--- config.mk ---
export PLATFORM = sky130hd
export DESIGN_NAME = best_fit_block_allocator_unit
export DESIGN_NICKNAME = d
export VERILOG_FILES = /design/src/hw/rtl/bfba_pkg.sv /design/src/hw/rtl/bfba_useq.sv /design/src/hw/rtl/best_fit_block_allocator_unit.sv
export SDC_FILE = /design/constraint.sdc
export NUM_CORES = 1
export LEC_CHECK = 0
export ABC_AREA = 1
export BUFFER_PORTS_ARGS = -buffer_cell sky130_fd_sc_hd__clkbuf_2
export CAP_MARGIN = 25
export CORE_ASPECT_RATIO = 2
export CORE_MARGIN = 2
export CORE_UTILIZATION = 50
export CTS_CLUSTER_SIZE = 28
export DETAILED_ROUTE_END_ITERATION = 8
export GPL_TIMING_DRIVEN = 0
export PLACE_DENSITY = 0.74
export SETUP_SLACK_MARGIN = 0.5
export SLEW_MARGIN = 10
export SYNTH_ARGS = -nofsm -noshare
export SYNTH_HDL_FRONTEND = slang
export SYNTH_SLANG_ARGS = --single-unit
--- constraint.sdc ---
create_clock -name clk -period 5.6 [get_ports clk]
set_input_delay 0.28 -clock clk [delete_from_list [all_inputs] [get_ports clk]]
set_output_delay 0.28 -clock clk [all_outputs]
set_load 0.1 [all_outputs]
--- src/hw/rtl/bfba_pkg.sv ---
// ----------------------------------------------------------------------------
// bfba_pkg
// Shared sizes, request codes and the microcode table of the best-fit
// block allocator.
// ----------------------------------------------------------------------------
package bfba_pkg;

    // table geometry
    localparam int MAX_BLOCKS = 16;
    localparam int SIZE_BITS  = 16;
    localparam int IDX_W      = $clog2(MAX_BLOCKS);
    localparam int CNT_W      = $clog2(MAX_BLOCKS + 1);

    // fixed port widths
    localparam int KIND_W  = 2;
    localparam int BIDX_W  = 4;
    localparam int SIZE_W  = 16;
    localparam int BCNT_W  = 5;
    localparam int WASTE_W = 20;
    localparam int SUM_W   = ((WASTE_W > SIZE_BITS) ? WASTE_W : SIZE_BITS) + 1;

    localparam logic [WASTE_W-1:0] WASTE_MAX   = '1;
    localparam logic [BCNT_W-1:0]  BCNT_RESET  = BCNT_W'(MAX_BLOCKS);

    // request codes
    localparam logic [KIND_W-1:0] REQ_LOAD   = 2'd0;
    localparam logic [KIND_W-1:0] REQ_ALLOC  = 2'd1;
    localparam logic [KIND_W-1:0] REQ_REPORT = 2'd2;

    // datapath operations
    localparam int OP_W = 3;
    localparam logic [OP_W-1:0] OP_NOP    = 3'd0;
    localparam logic [OP_W-1:0] OP_LATCH  = 3'd1;
    localparam logic [OP_W-1:0] OP_LOAD   = 3'd2;
    localparam logic [OP_W-1:0] OP_INIT   = 3'd3;
    localparam logic [OP_W-1:0] OP_SCAN   = 3'd4;
    localparam logic [OP_W-1:0] OP_COMMIT = 3'd5;
    localparam logic [OP_W-1:0] OP_POST   = 3'd6;

    // jump conditions; a false condition holds the step
    localparam int COND_W = 2;
    localparam logic [COND_W-1:0] C_ALWAYS   = 2'd0;
    localparam logic [COND_W-1:0] C_DISPATCH = 2'd1;
    localparam logic [COND_W-1:0] C_SCAN_END = 2'd2;
    localparam logic [COND_W-1:0] C_OUT_FREE = 2'd3;

    // microcode addresses
    localparam int UC_W = 3;
    localparam logic [UC_W-1:0] UC_IDLE   = 3'd0;
    localparam logic [UC_W-1:0] UC_LOAD   = 3'd1;
    localparam logic [UC_W-1:0] UC_INIT   = 3'd2;
    localparam logic [UC_W-1:0] UC_SCAN   = 3'd3;
    localparam logic [UC_W-1:0] UC_COMMIT = 3'd4;
    localparam logic [UC_W-1:0] UC_POST   = 3'd5;

    typedef struct packed {
        logic [OP_W-1:0]   op;
        logic [COND_W-1:0] cond;
        logic [UC_W-1:0]   target;
    } uword_t;

    // status from datapath to sequencer
    typedef struct packed {
        logic              accept;
        logic [KIND_W-1:0] kind;
        logic              scan_end;
        logic              out_free;
    } useq_stat_t;

    // control from sequencer to datapath
    typedef struct packed {
        logic [OP_W-1:0] op;
        logic            idle;
    } useq_ctrl_t;

    function automatic uword_t uc_rom(input logic [UC_W-1:0] addr);
        uword_t w;
        w = '{op: OP_NOP, cond: C_ALWAYS, target: UC_IDLE};
        case (addr)
            UC_IDLE:   w = '{op: OP_LATCH,  cond: C_DISPATCH, target: UC_IDLE};
            UC_LOAD:   w = '{op: OP_LOAD,   cond: C_ALWAYS,   target: UC_POST};
            UC_INIT:   w = '{op: OP_INIT,   cond: C_ALWAYS,   target: UC_SCAN};
            UC_SCAN:   w = '{op: OP_SCAN,   cond: C_SCAN_END, target: UC_COMMIT};
            UC_COMMIT: w = '{op: OP_COMMIT, cond: C_ALWAYS,   target: UC_POST};
            UC_POST:   w = '{op: OP_POST,   cond: C_OUT_FREE, target: UC_IDLE};
            default:   w = '{op: OP_NOP,    cond: C_ALWAYS,   target: UC_IDLE};
        endcase
        return w;
    endfunction

    // entry point of the routine for each request type
    function automatic logic [UC_W-1:0] uc_dispatch(input logic [KIND_W-1:0] kind);
        logic [UC_W-1:0] a;
        a = UC_POST;
        case (kind)
            REQ_LOAD:   a = UC_LOAD;
            REQ_ALLOC:  a = UC_INIT;
            REQ_REPORT: a = UC_INIT;
            default:    a = UC_POST;
        endcase
        return a;
    endfunction

endpackage

--- src/hw/rtl/bfba_useq.sv ---
// ----------------------------------------------------------------------------
// bfba_useq
// Microcode sequencer: step counter, control table lookup and jumps.
// ----------------------------------------------------------------------------
module bfba_useq (
    input  logic                  clk,
    input  logic                  rst_n,
    input  bfba_pkg::useq_stat_t  stat,
    output bfba_pkg::useq_ctrl_t  ctrl
);
    import bfba_pkg::*;

    logic [UC_W-1:0] upc_reg;
    logic [UC_W-1:0] upc_next;
    uword_t          word;

    assign word = uc_rom(upc_reg);

    always_comb
    begin
        upc_next = upc_reg;
        case (word.cond)
            C_ALWAYS:   upc_next = word.target;
            C_DISPATCH:
            begin
                if (stat.accept)
                begin
                    upc_next = uc_dispatch(stat.kind);
                end
            end
            C_SCAN_END:
            begin
                if (stat.scan_end)
                begin
                    upc_next = word.target;
                end
            end
            C_OUT_FREE:
            begin
                if (stat.out_free)
                begin
                    upc_next = word.target;
                end
            end
            default:    upc_next = UC_IDLE;
        endcase
    end

    always_ff @(posedge clk or negedge rst_n)
    begin
        if (!rst_n)
        begin
            upc_reg <= UC_IDLE;
        end
        else
        begin
            upc_reg <= upc_next;
        end
    end

    assign ctrl.op   = word.op;
    assign ctrl.idle = (upc_reg == UC_IDLE);

endmodule

--- src/hw/rtl/best_fit_block_allocator_unit.sv ---
// ----------------------------------------------------------------------------
// best_fit_block_allocator_unit
// Best-fit allocator over a table of block sizes with taken flags, driven
// by a microcoded sequencer and a one-entry-per-cycle scan datapath.
// ----------------------------------------------------------------------------
//  channel   signals                                          direction
//  input     in_valid/in_ready, req_type, block_index,        in
//            size_value
//  output    out_valid/out_ready, result_kind, granted,       out
//            chosen_block, leftover, total_waste, free_blocks
//  config    cfg_we, cfg_wdata (block_count)                  in
//
//  after acceptance a load runs the load and post steps, an unknown type
//  only the post step, allocate and report the init, scan, commit and post
//  steps; the scan reads one entry per cycle over the blocks in use
//  the result is valid once the sequencer is back in its idle step
//  the output register holds a result while the next transaction is taken
//  reset clears taken flags, waste total and block_count (to 16), no sweep
//  a stalled output holds the sequencer in its final step
// ----------------------------------------------------------------------------
module best_fit_block_allocator_unit (
    input  logic                           clk,
    input  logic                           rst_n,
    input  logic                           cfg_we,
    input  logic [bfba_pkg::BCNT_W-1:0]    cfg_wdata,
    input  logic                           in_valid,
    output logic                           in_ready,
    input  logic [bfba_pkg::KIND_W-1:0]    req_type,
    input  logic [bfba_pkg::BIDX_W-1:0]    block_index,
    input  logic [bfba_pkg::SIZE_W-1:0]    size_value,
    output logic                           out_valid,
    input  logic                           out_ready,
    output logic [bfba_pkg::KIND_W-1:0]    result_kind,
    output logic                           granted,
    output logic [bfba_pkg::BIDX_W-1:0]    chosen_block,
    output logic [bfba_pkg::SIZE_W-1:0]    leftover,
    output logic [bfba_pkg::WASTE_W-1:0]   total_waste,
    output logic [bfba_pkg::BCNT_W-1:0]    free_blocks
);
    import bfba_pkg::*;

    useq_stat_t stat;
    useq_ctrl_t ctrl;

    // latched request
    logic [KIND_W-1:0]    kind_reg;
    logic [BIDX_W-1:0]    bidx_reg;
    logic [SIZE_BITS-1:0] size_reg;

    // block table and flags
    logic [SIZE_BITS-1:0]  block_size_reg [MAX_BLOCKS];
    logic [MAX_BLOCKS-1:0] taken_reg, taken_next;
    logic [WASTE_W-1:0]    waste_reg, waste_next;
    logic [BCNT_W-1:0]     count_reg, count_next;

    // scan state
    logic [CNT_W-1:0]     idx_reg, idx_next;
    logic                 found_reg, found_next;
    logic [IDX_W-1:0]     best_reg, best_next;
    logic [SIZE_BITS-1:0] best_left_reg, best_left_next;
    logic [WASTE_W-1:0]   acc_reg, acc_next;
    logic [CNT_W-1:0]     cnt_reg, cnt_next;

    // output register
    logic                 out_valid_reg, out_valid_next;
    logic [KIND_W-1:0]    out_kind_reg;
    logic                 out_granted_reg;
    logic [BIDX_W-1:0]    out_chosen_reg;
    logic [SIZE_W-1:0]    out_left_reg;
    logic [WASTE_W-1:0]   out_total_reg;
    logic [BCNT_W-1:0]    out_free_reg;

    logic                 accept;
    logic                 out_free;
    logic [CNT_W-1:0]     n_eff;
    logic                 scan_end;
    logic [IDX_W-1:0]     scan_idx;
    logic [SIZE_BITS-1:0] cur_size;
    logic                 cur_taken;
    logic                 fits;
    logic [SIZE_BITS-1:0] cur_left;
    logic [SUM_W-1:0]     rep_sum;
    logic [SUM_W-1:0]     alloc_sum;
    logic                 load_ok;
    logic                 res_granted;

    bfba_useq u_useq (
        .clk   (clk),
        .rst_n (rst_n),
        .stat  (stat),
        .ctrl  (ctrl)
    );

    assign in_ready = ctrl.idle;
    assign accept   = in_valid && in_ready;
    assign out_free = !out_valid_reg || out_ready;

    assign n_eff    = (int'(count_reg) > MAX_BLOCKS) ? CNT_W'(MAX_BLOCKS) : CNT_W'(count_reg);
    assign scan_end = (idx_reg >= n_eff);
    assign scan_idx = idx_reg[IDX_W-1:0];

    assign cur_size  = block_size_reg[scan_idx];
    assign cur_taken = taken_reg[scan_idx];
    assign fits      = !cur_taken && (size_reg <= cur_size);
    assign cur_left  = cur_size - size_reg;
    assign rep_sum   = SUM_W'(acc_reg) + SUM_W'(cur_size);
    assign alloc_sum = SUM_W'(waste_reg) + SUM_W'(best_left_reg);
    assign load_ok   = (int'(bidx_reg) < MAX_BLOCKS);

    assign res_granted = (kind_reg == REQ_ALLOC) && found_reg;

    assign stat.accept   = accept;
    assign stat.kind     = req_type;
    assign stat.scan_end = scan_end;
    assign stat.out_free = out_free;

    always_comb
    begin
        taken_next     = taken_reg;
        waste_next     = waste_reg;
        count_next     = count_reg;
        idx_next       = idx_reg;
        found_next     = found_reg;
        best_next      = best_reg;
        best_left_next = best_left_reg;
        acc_next       = acc_reg;
        cnt_next       = cnt_reg;
        out_valid_next = out_valid_reg;

        if (out_valid_reg && out_ready)
        begin
            out_valid_next = 1'b0;
        end
        if (cfg_we)
        begin
            count_next = cfg_wdata;
        end

        case (ctrl.op)
            OP_LOAD:
            begin
                if (load_ok)
                begin
                    taken_next[bidx_reg[IDX_W-1:0]] = 1'b0;
                end
            end
            OP_INIT:
            begin
                idx_next   = '0;
                found_next = 1'b0;
                acc_next   = waste_reg;
                cnt_next   = '0;
            end
            OP_SCAN:
            begin
                if (!scan_end)
                begin
                    idx_next = idx_reg + 1'b1;
                    if (kind_reg == REQ_ALLOC)
                    begin
                        if (fits && (!found_reg || (cur_left < best_left_reg)))
                        begin
                            found_next     = 1'b1;
                            best_next      = scan_idx;
                            best_left_next = cur_left;
                        end
                    end
                    else if (!cur_taken)
                    begin
                        // report: saturating sum of the waste total and the free sizes
                        acc_next = (rep_sum > SUM_W'(WASTE_MAX)) ? WASTE_MAX
                                                                 : rep_sum[WASTE_W-1:0];
                        cnt_next = cnt_reg + 1'b1;
                    end
                end
            end
            OP_COMMIT:
            begin
                if (res_granted)
                begin
                    taken_next[best_reg] = 1'b1;
                    waste_next = (alloc_sum > SUM_W'(WASTE_MAX)) ? WASTE_MAX
                                                                 : alloc_sum[WASTE_W-1:0];
                end
            end
            OP_POST:
            begin
                if (out_free)
                begin
                    out_valid_next = 1'b1;
                end
            end
            default:
            begin
            end
        endcase
    end

    always_ff @(posedge clk or negedge rst_n)
    begin
        if (!rst_n)
        begin
            taken_reg     <= '0;
            waste_reg     <= '0;
            count_reg     <= BCNT_RESET;
            idx_reg       <= '0;
            found_reg     <= 1'b0;
            acc_reg       <= '0;
            cnt_reg       <= '0;
            out_valid_reg <= 1'b0;
        end
        else
        begin
            taken_reg     <= taken_next;
            waste_reg     <= waste_next;
            count_reg     <= count_next;
            idx_reg       <= idx_next;
            found_reg     <= found_next;
            acc_reg       <= acc_next;
            cnt_reg       <= cnt_next;
            out_valid_reg <= out_valid_next;
        end
    end

    // payload registers
    always_ff @(posedge clk)
    begin
        best_reg      <= best_next;
        best_left_reg <= best_left_next;
        if (accept)
        begin
            kind_reg <= req_type;
            bidx_reg <= block_index;
            size_reg <= SIZE_BITS'(size_value);
        end
        if (ctrl.op == OP_LOAD && load_ok)
        begin
            block_size_reg[bidx_reg[IDX_W-1:0]] <= size_reg;
        end
        if (ctrl.op == OP_POST && out_free)
        begin
            out_kind_reg    <= kind_reg;
            out_granted_reg <= res_granted;
            out_chosen_reg  <= res_granted ? BIDX_W'(best_reg) : '0;
            out_left_reg    <= res_granted ? SIZE_W'(best_left_reg) : '0;
            case (kind_reg)
                REQ_LOAD:   out_total_reg <= waste_reg;
                REQ_ALLOC:  out_total_reg <= waste_reg;
                REQ_REPORT: out_total_reg <= acc_reg;
                default:    out_total_reg <= '0;
            endcase
            out_free_reg <= (kind_reg == REQ_REPORT) ? BCNT_W'(cnt_reg) : '0;
        end
    end

    assign out_valid    = out_valid_reg;
    assign result_kind  = out_kind_reg;
    assign granted      = out_granted_reg;
    assign chosen_block = out_chosen_reg;
    assign leftover     = out_left_reg;
    assign total_waste  = out_total_reg;
    assign free_blocks  = out_free_reg;

    // a result only appears after the final microcode step
    a_post_origin: assert property (@(posedge clk) disable iff (!rst_n)
        $rose(out_valid_reg) |-> $past(ctrl.op == OP_POST))
        else $error("result raised outside the post step");

    // a grant only answers an allocate transaction
    a_grant_kind: assert property (@(posedge clk) disable iff (!rst_n)
        out_valid_reg && out_granted_reg |-> out_kind_reg == REQ_ALLOC)
        else $error("grant on a non-allocate result");

    // scan index never runs past the blocks in use
    a_scan_bound: assert property (@(posedge clk) disable iff (!rst_n)
        ctrl.op == OP_SCAN |-> idx_reg <= n_eff)
        else $error("scan index beyond block count");

    // an accepted transaction always leaves the idle step
    a_accept_leave: assert property (@(posedge clk) disable iff (!rst_n)
        accept |=> !ctrl.idle)
        else $error("sequencer stayed idle after acceptance");

    // free count never exceeds the table size
    a_free_range: assert property (@(posedge clk) disable iff (!rst_n)
        out_valid_reg |-> int'(out_free_reg) <= MAX_BLOCKS)
        else $error("free block count out of range");

endmodule
== Word level (Yosys, flattened, before mapping) ==
Memory sizes are Yosys's and may differ from the RTL's.
Cells that the tools add are included.
Operators by class
  $mul: 0
  muxes and demuxes: 37
  reductions and logical operators: 28
  $lt $le $gt $ge: 11
  equal/unequal tests: 26
  divide/modulo/power cells: 0
  shifts and indexed selects: 0
  bitwise operators: 4
  add/sub/neg operators: 5
Operators with widths (count)
  $mux 20: 5
  $pmux 20 s2: 2
  $pmux 8 s6: 1
  $add 20x16->21: 2
  $gt 21x20->1 const B: 2
  $pmux 16 s2: 1
  $mux 5: 5
  $pmux 5 s2: 2
  $ne 2x2->1 const B: 9
  $and 16x16->16: 1
  $le 16x16->1: 1
  $lt 16x16->1: 1
  $mux 16: 1
  $not 16->16: 1
  $or 16x16->16: 1
  $sub 16x16->16: 1
  $eq 3x3->1 const B: 5
  $lt 4x5->1 const B: 3
  $eq 3x2->1 const B: 4
  $pmux 3 s4: 1
  $reduce_and 4->1: 3
  $mux 1: 11
  $add 5x1->5 const B: 2
  $mux 3: 3
  20 further kinds: 43
Word-level totals
  register bits after elaboration: 166
  bits in latches: 0
  memories kept: 1
  bits of input ports: 32
  output and inout bits: 50
  bits in read-only memories: 0
  memory bits (writable): 256
Memories
  block_size_reg: depth 16, width 16, rd ports 1, clocked after memory_dff 0, wr ports 1, RTL line best_fit_block_allocator_unit.sv:51  | logic [SIZE_BITS-1:0] block_size_reg [MAX_BLOCKS];

== Longest topological paths before layout ==
Gate-level depths: netlist of the first run.
  depth after elaboration: 9
  depth in mapped cells: 28

== By module ==
Synthesis of the first run repeated with hierarchy kept, for this count alone.
Second synthesis, totals
  cells, all modules: 1964
  area total of the unflattened synthesis: 20088.0 sq um
Modules (own cells, without submodules)
  best_fit_block_allocator_unit: area each 19832.8 sq um, times used 1, cells each 1923, sequential area each 12218.0 sq um
  bfba_useq: area each 255.2 sq um, times used 1, cells each 41, sequential area each 75.1 sq um

== Worst setup path after synthesis of the first run ==
Ideal clock, no wire load.
  kind: reg-to-reg
  start point: register idx_reg[0]
  end point: register best_left_reg[0], enable pin
  path slack: 0.937 ns
  stages on the path, launching flop included: 27
  arrival time: 4.259 ns
  setup time: 0.404 ns
  data required time: 5.196 ns
  path buffers: 3
  period minus slack after synthesis: 4.663 ns
  cell sequence: dfrtp_1 -> buf_2 -> buf_4 -> buf_2 -> o21ai_0 -> o221ai_1 -> a31oi_1 -> ha_1 -> inv_1 -> fa_1 -> nand3_1 -> nand2_1 -> nand2_1 -> nand2_1 -> nand2_1 -> nand2_1 -> nand2_1 -> nand2_1 -> xor2_1 -> ha_1 -> nand2_1 -> inv_1 -> o21ai_0 -> nand2_1 -> a21oi_1 -> nand2_1 -> a21oi_1
Between the ends
  cells in the longest elaborated chain, start to end: 6
RTL lines
  start: declaration: RTL line best_fit_block_allocator_unit.sv:57  | logic [CNT_W-1:0] idx_reg, idx_next;
  start signal: assignment: RTL line best_fit_block_allocator_unit.sv:217  | idx_reg <= idx_next;
  $mem_v2 16x16
  $sub 16x16->16: RTL line best_fit_block_allocator_unit.sv:105  | assign cur_left = cur_size - size_reg;
  named net cur_left[12]: RTL line best_fit_block_allocator_unit.sv:81  | logic [SIZE_BITS-1:0] cur_left;
  $lt 16x16->1: RTL line best_fit_block_allocator_unit.sv:161  | if (fits && (!found_reg || (cur_left < best_left_reg)))
  $logic_or 1x1->1: RTL line best_fit_block_allocator_unit.sv:161
  $logic_and 1x1->1: RTL line best_fit_block_allocator_unit.sv:161
  $reduce_and 4->1 (no line)
  end signal: assignment: RTL line best_fit_block_allocator_unit.sv:229  | best_left_reg <= best_left_next;
  end: declaration: RTL line best_fit_block_allocator_unit.sv:60  | logic [SIZE_BITS-1:0] best_left_reg, best_left_next;
The timed path passes the listed nets, and every way through them passes these cells. The select of a mux whose other input is x is not followed.
A chain may end at the register's enable or synchronous reset.

== Final worst setup path of the first run ==
  start point: register idx_reg[0]
  end point: register best_left_reg[15], enable pin
Same word-level chain as after synthesis.

==> key figures, run 1 <==
Status
  • Status: finished, final reports clean

Logic synthesis
  • Seq/Total Area, Yosys: ~61%
  • Mean post-synth cell area: 10.03 sq um
  • Synth Warn #: 0
  • Number of flops mapped to enable cells by yosys: roughly 350
  • Post-Syn Area: 20170 sq um
  • Post-synth top area cell: edfxtp_1
  • Synth async-reset ratio: between 15 and 20%
  • Synth area leaders: edfxtp_1 52%, dfrtp_1 9.3%, nand2_1 7.3%
  • Main flop type after synthesis: edfxtp_1
  • Synth top area share: 51.52%
  • Post-synthesis net count: 2117
  • Distinct cells, synth: 48
  • Yosys reg bits: between 400 and 500
  • Syn Inst Count: around 2000

Clock network
  • Clock sink total: 422
  • Clock Path Buffers: 3
  • CTS tree: built
  • CTS root buf: clkbuf_16
  • H-tree depth: 2
  • Clock network latency to the later pin of the worst-skew pair: around 0.55 ns
  • TritonCTS Buffers: 37
  • Clock Pin Slew Worst Setup and Hold Paths: 0.07 ns

Min path
  • Min-delay src: cfg_we
  • Hold WC Path Type: in2reg

Setup path
  • Worst-path fanout max: 10
  • Critical Path End Type: flip-flop
  • Worst setup startpoint: idx_reg[0]
  • Crit path DAT: 5.32 ns
  • RR Startpoint: idx_reg[0]
  • Critical Path RT: 5.88 ns
  • CP Class: reg2reg
  • Crit start category: flip-flop

GRT
  • First-pass GRT wire length: slightly above 90 mm
  • Total track usage: 29.92%
  • Number of global-route vias before repair: roughly 16000
  • Antenna violations before repair: 1
  • Congestion Overflow GR: 0
  • Largest net degree at the start of global routing: 54

Timing
  • Max Clock Skew: 0.02065 ns
  • RSZ-0062 raised after global routing: false
  • Max-slew violations: 0
  • Worst slew pin tran: 0.9191 ns
  • Final period utilization: 90.13%
  • Final setup violation count: 0
  • Worst hold slack: 0.04753 ns
  • Slew HR: 38.73%
  • Final min period: around 5.0 ns
  • Final Hold Fails: 0
  • Fmax: between 150 and 200 MHz

Final layout
  • FF+latch area: roughly 12000 sq um
  • Area delta synth->final: 16.50%
  • Max FFs per register: 256
  • Multi-input logic area: 7157 sq um
  • Most common cell after layout, fill and taps aside: nand2_1
  • Layout Cell Area excl Fill: 23490 sq um
  • Share of post-route cells with drive strength above 1: 13.44%
  • # diodes: 0
  • Total Nets Final: 2299
  • Fillers: 3384
  • Commonest non-fill, non-tap cells in the layout: 391 x nand2_1, 346 x edfxtp_1, 268 x nor2_1

Detailed routing
  • Post-route DRC: 0
  • Avg WL per Cell: around 23 um
  • Drt first pass iters: 7
  • Vias: 15820
  • Post-route ant nets: 0
  • DRT iter0 DRCs: 1218
  • Vias per std cell: 5.757
  • Routed Wire Length: 62.92 mm

Pwr
  • Cell Pwr Density: ~500 nW/um^2
  • Peak supply drop: 0.2940 mV
  • Leakage: between 9 and 10 nW

Die
  • Full die area: ~42000 sq um
  • # IOs: 82
  • Row count: 104
  • Core area: around 40000 sq um
  • Initial core utilization: between 50% and 60%
  • Y dimension of the die: between 200 and 300 um
  • Die width: 146.0 um

Placement
  • DP Wirelength: 47.56 mm
  • DP Area: 21600 sq um
  • Routability cong.: 0.9959
  • Port bufs: 80

Job
  • Max-cap violation count: 0
area by class of cell:
type,count,area share (%)
buffer,74,1.715
clock buffer,40,3.989
clock inverter,25,1.049
inverter,175,2.828
multi-input combinational,1339,30.46
sequential,422,52.34
tap,530,2.823
timing repair buffer,143,4.798
critical path: stages, from the launching register on:
cell	delay (ns)
dfrtp_2	0.41
inv_2	0.07
buf_6	0.16
buf_6	0.16
buf_4	0.19
nor2_1	0.11
o22ai_1	0.11
o211ai_1	0.73
nand3_2	0.13
buf_6	0.19
ha_4	0.24
a21oi_2	0.21
a21boi_4	0.25
nand2_2	0.12
a31oi_2	0.21
xnor2_2	0.12
ha_1	0.34
a21oi_2	0.15
o21ai_0	0.12
a21oi_2	0.18
nand2_2	0.10
a21oi_4	0.26
clkbuf_16	0.21
stage by stage:
step	utilization (%)	total power [mW]	worst slack [ns]	cells	TNS, ns
floorplan	-	7.315	0.9369	2010	0
global placement	52.97	8.751	-1.377	2620	-27.50
detailed placement	53.88	8.896	-0.3801	2641	-6.659
CTS	57.91	11.54	0.5272	2740	0
global route	58.62	12.38	0.3966	2748	0
finish	58.62	11.82	0.5529	2748	0
synthesized netlist by cell type, types with 4 or more instances:
master and n:
nor4_1 4, xor2_1 21, edfxtp_1 346, o211ai_1 4, o21ai_0 197, nand4_1 9
dfrtp_1 75, nor3_1 11, inv_2 6, nand3b_1 9, inv_1 168, clkbuf_1 51
nand2_1 394, a21oi_1 57, o21ai_1 16, o221ai_1 28, nor2_2 4, buf_2 17
nor2_1 285, o22ai_1 41, xnor2_1 12, ha_1 72, nand3_1 135, a31oi_1 10
timing repair:
| item | 4_1_cts | 5_1_grt |
|---|---|---|
| gates cloned | 0 | 1 |
| setup endpoints to repair | 20 | 20 |
| resized for setup | 37 | 84 |
| hold endpoints to repair | 51 | 0 |
| hold buffers | 29 | 0 |
| pin swaps | 5 | 15 |
| buffers inserted | 5 | 7 |
layer usage:
| layer | GRT usage [%] | routed length [um] | up-vias |
|---|---|---|---|
| li1 | - | - | 7301 |
| met1 | 26.73 | 19110 | 7580 |
| met2 | 58.14 | 33900 | 653 |
| met3 | 3.724 | 3006 | 286 |
| met4 | 25.51 | 6907 | 0 |
| met5 | 0 | 0 | - |
path summary, 6_finish.rpt:
| check | to | slack, ns | depth (start not counted) |
|---|---|---|---|
| hold / removal | count_reg[4] | 0.05 | 3 |
| setup / recovery | best_left_reg[15] | 0.55 | 22 |
| min in group asynchronous | count_reg[3] | 0.24 | 2 |
| max in group asynchronous | waste_reg[13] | 4.70 | 3 |
| hold reg to reg | result_kind[0] | 0.47 | 0 |
| setup reg to reg | best_left_reg[15] | 0.55 | 22 |
cells by family after synthesis:
group,after synthesis,synth area share [%]
simple gates,864,17.76
buf+inv,249,4.833
xor+xnor,33,1.433
flops,422,60.96
fa+ha+maj,75,4.765
compound gates,364,10.08
mux,3,0.1675
where the power goes:
| group | total, mW | internal (mW) | switching [mW] |
|---|---|---|---|
| Combinational | 4.96 | 1.48 | 3.49 |
| Sequential | 4.27 | 3.89 | 0.385 |
| Clock | 2.59 | 1.41 | 1.18 |
| Total | 11.8 | 6.78 | 5.05 |
Power figures use the tool's default switching activity.
==> run 2: changes to the inputs <==
--- a/config.mk
+++ b/config.mk
@@ -6,6 +6,7 @@
 export NUM_CORES = 1
 export LEC_CHECK = 0
 export ABC_AREA = 1
+export ABC_CLOCK_PERIOD_IN_PS = 5600
 export BUFFER_PORTS_ARGS = -buffer_cell sky130_fd_sc_hd__clkbuf_2
 export CAP_MARGIN = 25
 export CORE_ASPECT_RATIO = 2
==> constraint.sdc (replaced) <==
create_clock -name clk -period 5.6 [get_ports clk]
set_input_delay 0.56 -clock clk [delete_from_list [all_inputs] [get_ports clk]]
set_output_delay 0.56 -clock clk [all_outputs]
set_load 0.1 [all_outputs]
==> run 2 against run 1 <==
  * Clock skew increased by 0.0023 ns
  * Via count shrank 0.64%
  * Register-to-register slack gained 0.04 ns
==> key figures, run 2 (synthesis gave the netlist of run 1 again) <==
Status
  • Status: finished, final reports clean (unchanged)

Timing
  • Final Worst Setup Slack: 0.5906 ns (was 0.5529 ns)
  • Max Clock Skew: 0.02292 ns (was 0.02065 ns)
  • Final min period: 5.009 ns (was 5.047 ns)
  • Fmax: 199.6 MHz (was 198.1 MHz)
  • Final period utilization: 89.45% (was 90.13%)
  • Max-slew violations: 0 (unchanged)
  • TNS Setup: 0 ns (unchanged)
  • Worst slew pin tran: 0.9030 ns (was 0.9191 ns)
  • Final setup violation count: 0 (unchanged)
  • Final Hold Fails: 0 (unchanged)
  • Slew HR: 39.80% (was 38.73%)
  • RSZ-0062 raised after global routing: false (unchanged)
  • Worst hold slack: 0.1899 ns (was 0.04753 ns)

Setup path
  • CP Class: reg2reg (unchanged)
  • Critical Path End Type: flip-flop (unchanged)
  • Most used cell, CP: nand2_1
  • Highest cell delay on the worst timing path: 0.56 ns (was 0.73 ns)
  • Worst-path fanout max: 10 (unchanged)
  • Crit start category: flip-flop (unchanged)
  • Slowest CP cell: o211ai_1 (unchanged)
  • R2r worst-path depth: 28 (was 22)
  • Critical Path RT: 5.88 ns (about the same)
  • Crit path DAT: 5.29 ns (was 5.32 ns)

Final layout
  • Fillers: 3434 (was 3384)
  • Max FFs per register: 256 (unchanged)
  • Layout Cell Area excl Fill: 23160 sq um (was 23490 sq um)
  • Total Nets Final: 2269 (was 2299)
  • Share of post-route cells with drive strength above 1: 13.39% (was 13.44%)
  • Most common cell after layout, fill and taps aside: nand2_1 (unchanged)
  • Commonest non-fill, non-tap cells in the layout: 392 x nand2_1, 346 x edfxtp_1, 268 x nor2_1 (was 391 x nand2_1, 346 x edfxtp_1, 268 x nor2_1)
  • # diodes: 0 (unchanged)
  • Final Non-Filler Cells: 2718 (was 2748)
  • Area delta synth->final: 14.83% (was 16.50%)
  • Final core utilization: 57.78% (was 58.62%)

Clock network
  • H-tree depth: 2 (unchanged)
  • Clock network latency to the later pin of the worst-skew pair: 0.56 ns (was 0.55 ns)
  • CTS root buf: clkbuf_16 (unchanged)
  • Clock sink total: 422 (unchanged)
  • Clock Pin Slew Worst Setup and Hold Paths: 0.07 ns (about the same)
  • CTS tree: built (unchanged)
  • TritonCTS Buffers: 37 (unchanged)
  • Clock Path Buffers: 3 (unchanged)

Die
  • Full die area: 42050 sq um (unchanged)
  • # IOs: 82 (unchanged)
  • Initial core utilization: 50.32% (unchanged)
  • Die width: 146.0 um (unchanged)
  • Core area: 40080 sq um (unchanged)
  • Y dimension of the die: 288.0 um (unchanged)
  • Row count: 104 (unchanged)

Placement
  • DP Area: 21600 sq um (unchanged)
  • Dpl cells: 2641 (unchanged)
  • Port bufs: 80 (unchanged)
  • DP Wirelength: 47.56 mm (unchanged)
  • Post-Place Setup Slack: -0.3801 ns (unchanged)
  • Routability cong.: 0.9959 (unchanged)

Detailed routing
  • Post-route ant nets: 0 (unchanged)
  • Vias: 15720 (was 15820)
  • Vias per std cell: 5.783 (was 5.757)
  • Avg WL per Cell: 23.03 um (was 22.90 um)
  • Routed Wire Length: 62.59 mm (was 62.92 mm)
  • Post-route DRC: 0 (unchanged)
  • DRT iter0 DRCs: 1195 (was 1218)
  • Drt first pass iters: 6 (was 7)

GRT
  • Antenna violations before repair: 0 (was 1)
  • Total track usage: 29.77% (was 29.92%)
  • Number of global-route vias before repair: 16270 (was 16430)
  • First-pass GRT wire length: 93.12 mm (was 93.49 mm)
  • Congestion Overflow GR: 0 (unchanged)
  • Largest net degree at the start of global routing: 54 (unchanged)

Job
  • Max-cap violation count: 0 (unchanged)

Pwr
  • Leakage: 9.355 nW (was 9.497 nW)
  • Tot Pwr: 11.72 mW (was 11.82 mW)
  • Peak supply drop: 0.2906 mV (was 0.2940 mV)
  • Cell Pwr Density: 506.0 nW/um^2 (was 503.3 nW/um^2)

Min path
  • Hold Crit Depth: 1 (was 3)
  • Hold WC Path Type: in2reg (unchanged)
==> run 2: layer usage <==
layer	track usage (%)	vias to the layer above	wire (um)	share of wire, %
met2	57.41	644	33700	54
met4	25.87	0	6827	11
met3	4.010	285	2997	4.8
met5	0	-	0	0
met1	26.58	7544	19060	30
li1	-	7245	-	-
==> run 2: timing repair <==
item                       in CTS  in global routing
hold endpoints to repair       22                  0
hold buffers                    1                  0
gates resized for setup        37                 74
buffers inserted                5                  5
setup endpoints to repair      20                 20
pin swaps                       5                 12
gates cloned                    0                  1
==> run 2: critical path: cells and delay by family (launching register included) <==
family                   cells  cell delay [ns]
AO/OA/AOI/OAI                5             1.18
AND/OR/NAND/NOR             13             1.27
adder cells (fa/ha/maj)      2             0.44
flip-flops                   1             0.44
buffers and inverters        7             1.22
XOR/XNOR                     1             0.16
==> run 2: path summary, 6_finish.rpt <==
| check | slack, ns | start | to |
|---|---|---|---|
| max in group asynchronous | 4.43 | rst_n | waste_reg[13] |
| max reg2reg | 0.59 | idx_reg[0] | best_left_reg[15] |
| min reg2reg | 0.46 | kind_reg[0] | result_kind[0] |
| min | 0.19 | size_value[2] | size_reg[2] |
| max | 0.59 | idx_reg[0] | best_left_reg[15] |
| min in group asynchronous | 0.51 | rst_n | count_reg[3] |
==> run 2: cell type report <==
cell class | instances | area, sq um | share of cell area (%)
flip-flops and latches | 422 | 12300 | 53.09
well taps | 530 | 663.1 | 2.863
clock buffers | 40 | 937.1 | 4.047
plain buffers | 74 | 387.9 | 1.675
inverters | 175 | 660.6 | 2.853
repair buffers | 113 | 828.3 | 3.577
multi-input cells | 1339 | 7139 | 30.83
clock inverters | 25 | 246.5 | 1.064
==> run 2: where the power goes <==
group          leakage, nW  switching [mW]  internal (mW)
Combinational         4.63            3.45           1.41
Sequential            4.15           0.383           3.89
Clock                0.578            1.18           1.41
Total                 9.36            5.01           6.71
